[src/rtl/core/lrr_pkg.sv]
// Shared types and constants for the label region renderer.
// Used by lrr_shade and label_region_render; depends on nothing.
package lrr_pkg;

  localparam int LABEL_W   = 32;
  localparam int MAX_WIDTH = 4096;
  localparam int COL_W     = 12;
  localparam int SIZE_W    = 13;
  localparam int LEVEL_W   = 8;
  localparam int CFG_IDX_W = 3;
  localparam int CFG_W     = 13;

  localparam logic [SIZE_W-1:0]  SIZE_MAX     = 13'd4096;
  localparam logic [SIZE_W-1:0]  RESET_SIZE   = 13'd256;
  localparam logic [LEVEL_W-1:0] LEVEL_LOW    = 8'd0;
  localparam logic [LEVEL_W-1:0] LEVEL_HIGH   = 8'd255;

  typedef enum logic [CFG_IDX_W-1:0] {
    REG_IMAGE_WIDTH     = 3'd0,
    REG_IMAGE_HEIGHT    = 3'd1,
    REG_BORDER_LEVEL    = 3'd2,
    REG_UNCERTAIN_LEVEL = 3'd3,
    REG_CERTAIN_LEVEL   = 3'd4,
    REG_NEGATIVE_LEVEL  = 3'd5,
    REG_NEGATIVE_FIXED  = 3'd6
  } cfg_reg_t;

  typedef struct packed {
    logic [LEVEL_W-1:0] border_level;
    logic [LEVEL_W-1:0] uncertain_level;
    logic [LEVEL_W-1:0] certain_level;
    logic [LEVEL_W-1:0] negative_level;
    logic               negative_fixed;
  } levels_t;

  // Everything the shading logic needs about one pixel
  typedef struct packed {
    logic [LABEL_W-1:0] cur;
    logic [LABEL_W-1:0] up;
    logic [LABEL_W-1:0] left;
    logic [LABEL_W-1:0] upleft;
    logic               on_edge;
    logic               odd;
  } pix_t;

endpackage

[src/rtl/core/lrr_shade.sv]
// Picks the display intensity of one pixel from its neighbourhood.
// Depends on lrr_pkg.
module lrr_shade (
  input  lrr_pkg::pix_t                 pix,
  input  lrr_pkg::levels_t              levels,
  output logic [lrr_pkg::LEVEL_W-1:0]   intensity
);

  logic negative;
  logic border;

  assign negative = pix.cur[lrr_pkg::LABEL_W-1];
  assign border   = pix.on_edge || (pix.left != pix.cur) || (pix.up != pix.cur)
                    || (pix.upleft != pix.cur);

  always_comb begin
    if (negative) begin
      if (levels.negative_fixed) begin
        intensity = levels.negative_level;
      end else begin
        intensity = pix.odd ? lrr_pkg::LEVEL_HIGH : lrr_pkg::LEVEL_LOW;
      end
    end else if (border) begin
      intensity = levels.border_level;
    end else if (pix.cur == '0) begin
      intensity = levels.uncertain_level;
    end else begin
      intensity = levels.certain_level;
    end
  end

endmodule

[config.mk]
export PLATFORM = sky130hd
export DESIGN_NAME = lrr_shade
export DESIGN_NICKNAME = d
export VERILOG_FILES = /design/src/rtl/core/lrr_pkg.sv /design/src/rtl/core/lrr_shade.sv
export SDC_FILE = /design/constraint.sdc
export NUM_CORES = 1
export LEC_CHECK = 0
export ABC_AREA = 1
export BUFFER_PORTS_ARGS = -buffer_cell sky130_fd_sc_hd__clkbuf_2
export CAP_MARGIN = 20
export CORE_MARGIN = 5
export CORE_UTILIZATION = 28
export DETAILED_ROUTE_END_ITERATION = 8
export GPL_ROUTABILITY_DRIVEN = 0
export PLACE_DENSITY = 0.68
export SYNTH_ARGS = -nofsm -noshare
export SYNTH_HDL_FRONTEND = slang
export SYNTH_SLANG_ARGS = --single-unit
[constraint.sdc]
create_clock -name vclk -period 3.6
set_input_delay 1.08 -clock vclk [all_inputs]
set_output_delay 1.08 -clock vclk [all_outputs]
set_load 0.005 [all_outputs]
==> results.tsv <==
stage	metric	value	unit
status	status	finished, violations left	
die	Die X	104	µm
cts	hold_buf cts	0	
timing	Rel. slew slack	82.9	%
grt	largest net degree at the start of global routing	17	
die	starting density of the core	28.4	%
grt	vias in the first global route	3200	
timing	final setup violation count	1	
critical_path	slowest CP cell	nor2_4	
route	DRT iter0 DRCs	93	
placement	Final HPWL DP	8440	µm
logic_synthesis	syn_nets	741	
logic_synthesis	distinct cell type count after synthesis	20	
critical_path	Cell Chain, Critical Path	buf_6, inv_1, nand2_1, nand2_1, nand2_1, nor2_2, nand2_1, nor2_1, nand2_1, nor2_4, nand3_1, nand3_1, nand2_1, clkbuf_2	
cells_and_area	layout cells sized above 1	37.0	%
route	DRT Pass-1 Iters	4	
pwr	Overall Power	0.000383	W
timing	PnR worst setup slack	-0.00868	ns
pwr	P_leak	2.49	nW
pwr	Max rail drop VDD	0.0000392	V
grt	initial antenna violation count	0	
timing	worst hold slack	2.53	ns
critical_path	CP required	2.52	ns
route	via count	3642	
placement	I/O Buffers	171	
timing	Fmax achieved	277	MHz
critical_path	kind of critical path	in -> out	
logic_synthesis	top cell type's share of synthesized area	42.7	%
timing	Slew Limit Fails	0	
cells_and_area	Reg area	0	µm²
logic_synthesis	sequential cell area fraction in the yosys report	0	%
logic_synthesis	Ys Warns	0	
critical_path	Worst Setup End Kind	primary output	
route	final WL	9440	µm
logic_synthesis	synthesized cell area	2450	µm²
cells_and_area	Seq cells	0	
grt	total track usage	15.6	%
cells_and_area	n_diodes	0	
route	vias per cell	4.21	
critical_path	WP buf/inv	3	
logic_synthesis	Post-Synthesis Cells	578	
die	die footprint	10700	µm²
cells_and_area	Final Instance Count excl. Fillers	865	
timing	Final Hold Viols	0	
hold_path	Worst Hold Depth	6	
die	Die H	104	µm
die	area of the core	8640	µm²
cells_and_area	Area Growth Syn to Fin	56.8	%
route	Avg WL per Cell	10.9	µm
placement	placed cells	860	
grt	grt total ovfl	0	
critical_path	Startpoint Class	input pin	
hold_path	Hold Startpoint	levels[2]	
placement	dpl cell area	3480	µm²
critical_path	Crit Path Max Fanout	8	
logic_synthesis	largest area contributor in the netlist	nand2_1	
hold_path	Worst Hold Path EP	intensity[1]	
die	# IOs	171	
logic_synthesis	Mean Syn Cell Area	4.25	µm²
cells_and_area	fillers	979	
timing	unrepaired setup endpoints after global routing	true	
cells_and_area	CLK BUF	0	
route	ANT nets after route	0	
logic_synthesis	largest cells by area after synthesis	nand2_1 43%, inv_1 19%, nor2_1 11%, nand3_1 6.3%, xnor2_1 5.0%	
critical_path	CP most frequent cell	nand2_1	
status	failing checks	setup timing	
critical_path	Crit path largest cell delay	0.22	ns
pwr	PwrDens	99.6	nW/µm²
timing	Worst-Margin Slew	0.254	ns
grt	first-pass GRT wire length	14500	µm
cells_and_area	# nets final	922	
timing	post-route minimum period	3.61	ns
hold_path	worst min-delay path class	in -> out	
die	row count	34	
critical_path	CP top delay family	simple AND/OR/NAND/NOR gates	
cells_and_area	post-route cell area	3850	µm²
route	drt drc	0	
timing	Final Cycle Share	100	%
job	maxcap violations	0	
critical_path	critical path arrival	2.53	ns
area by class of cell:
type / count / area [µm²] / share of cell area, %
inverter: 132 / 510 / 13.3
multi-input combinational: 442 / 2140 / 55.5
tap: 108 / 135 / 3.51
timing repair buffer: 183 / 1070 / 27.8
tightest hold or removal path, stage by stage:
cell      delay [ns]
clkbuf_2        0.07
nand2_1         0.04
nand2_1         0.05
nand2_1         0.04
nand2_1         0.05
clkbuf_2        0.10
worst max-delay path by stage:
| stage | from | end | slack [ns] | depth (start not counted) |
|---|---|---|---|---|
| after detailed placement | pix[121] | intensity[2] | -0.05 | 14 |
| after global routing | pix[118] | intensity[5] | -0.12 | 14 |
| final | pix[112] | intensity[5] | -0.009 | 14 |
| after global placement | pix[121] | intensity[2] | -0.04 | 14 |
| after floorplan | pix[129] | intensity[5] | 0.34 | 12 |
| after CTS | pix[99] | intensity[2] | 0.009 | 14 |
repair_timing:
item / 4_1_cts / 5_1_grt
pin swaps: 4 / 59
endpoints found under the setup margin: 8 / 8
buffers inserted: 1 / 4
gates resized for setup: 7 / 141
cells by family after synthesis:
family                    share of synthesized area, %
AOI/OAI and AO/OA                                 4.94
xor gates and xnor gates                          8.56
and+or+nand+nor                                   64.9
buffers and inverters                             21.6
synthesized netlist by cell type:
library cell	n
o21ai_1	3
nor2_4	3
inv_1	124
buf_6	2
nand2_1	279
clkbuf_1	1
xnor2_1	14
inv_2	7
nor2_2	1
inv_4	1
a21oi_4	1
xor2_1	10
o21ai_0	18
nor3_1	1
nor2_1	69
nand3_4	1
nand3_1	31
nand4_1	10
buf_2	1
nand3b_1	1
through the flow:
step / utilization [%] / TNS [ns] / worst slack [ns]
4_1_cts: 40.7 / 0 / 0.00859
6_report: 44.6 / -0.00868 / -0.00868
2_1_floorplan: - / 0 / 0.343
5_1_grt: 44.6 / -0.615 / -0.120
3_5_place_dp: 40.3 / -0.267 / -0.0546
3_3_place_gp: 40.3 / -0.184 / -0.0433
routing by layer:
layer / part of all wire (%) / global-route usage (%)
met1: 44 / 20.5
met5: 0 / 0
met3: 4.8 / 1.80
met2: 50 / 28.2
met4: 0.94 / 1.12
report_power, final:
group | switching (W) | internal, W | total [W]
logic | 0.000204 | 0.000180 | 0.000383
registers | 0 | 0 | 0
clock network | 0 | 0 | 0
total | 0.000204 | 0.000180 | 0.000383
cell usage in the layout (no fill, tap or decap):
cell type / instances
nand2_1: 254
clkbuf_2: 148
inv_1: 102
nor2_1: 51
inv_2: 25
nand2_2: 25
nand3_1: 22
nor2_2: 19
buf_4: 19
o21ai_0: 11
xor2_1: 10
nand4_1: 10
buf_6: 10
nand3_2: 9
xnor2_1: 8
o21ai_1: 8
xnor2_2: 6
inv_4: 4
nor2_4: 3
o21ai_2: 2
buf_2: 2
buf_12: 2
nor3_2: 1
inv_6: 1
a21oi_4: 1
nand3b_1: 1
nand3_4: 1
buf_8: 1
clkbuf_4: 1
No activity file was read; power rests on OpenSTA's default activity.
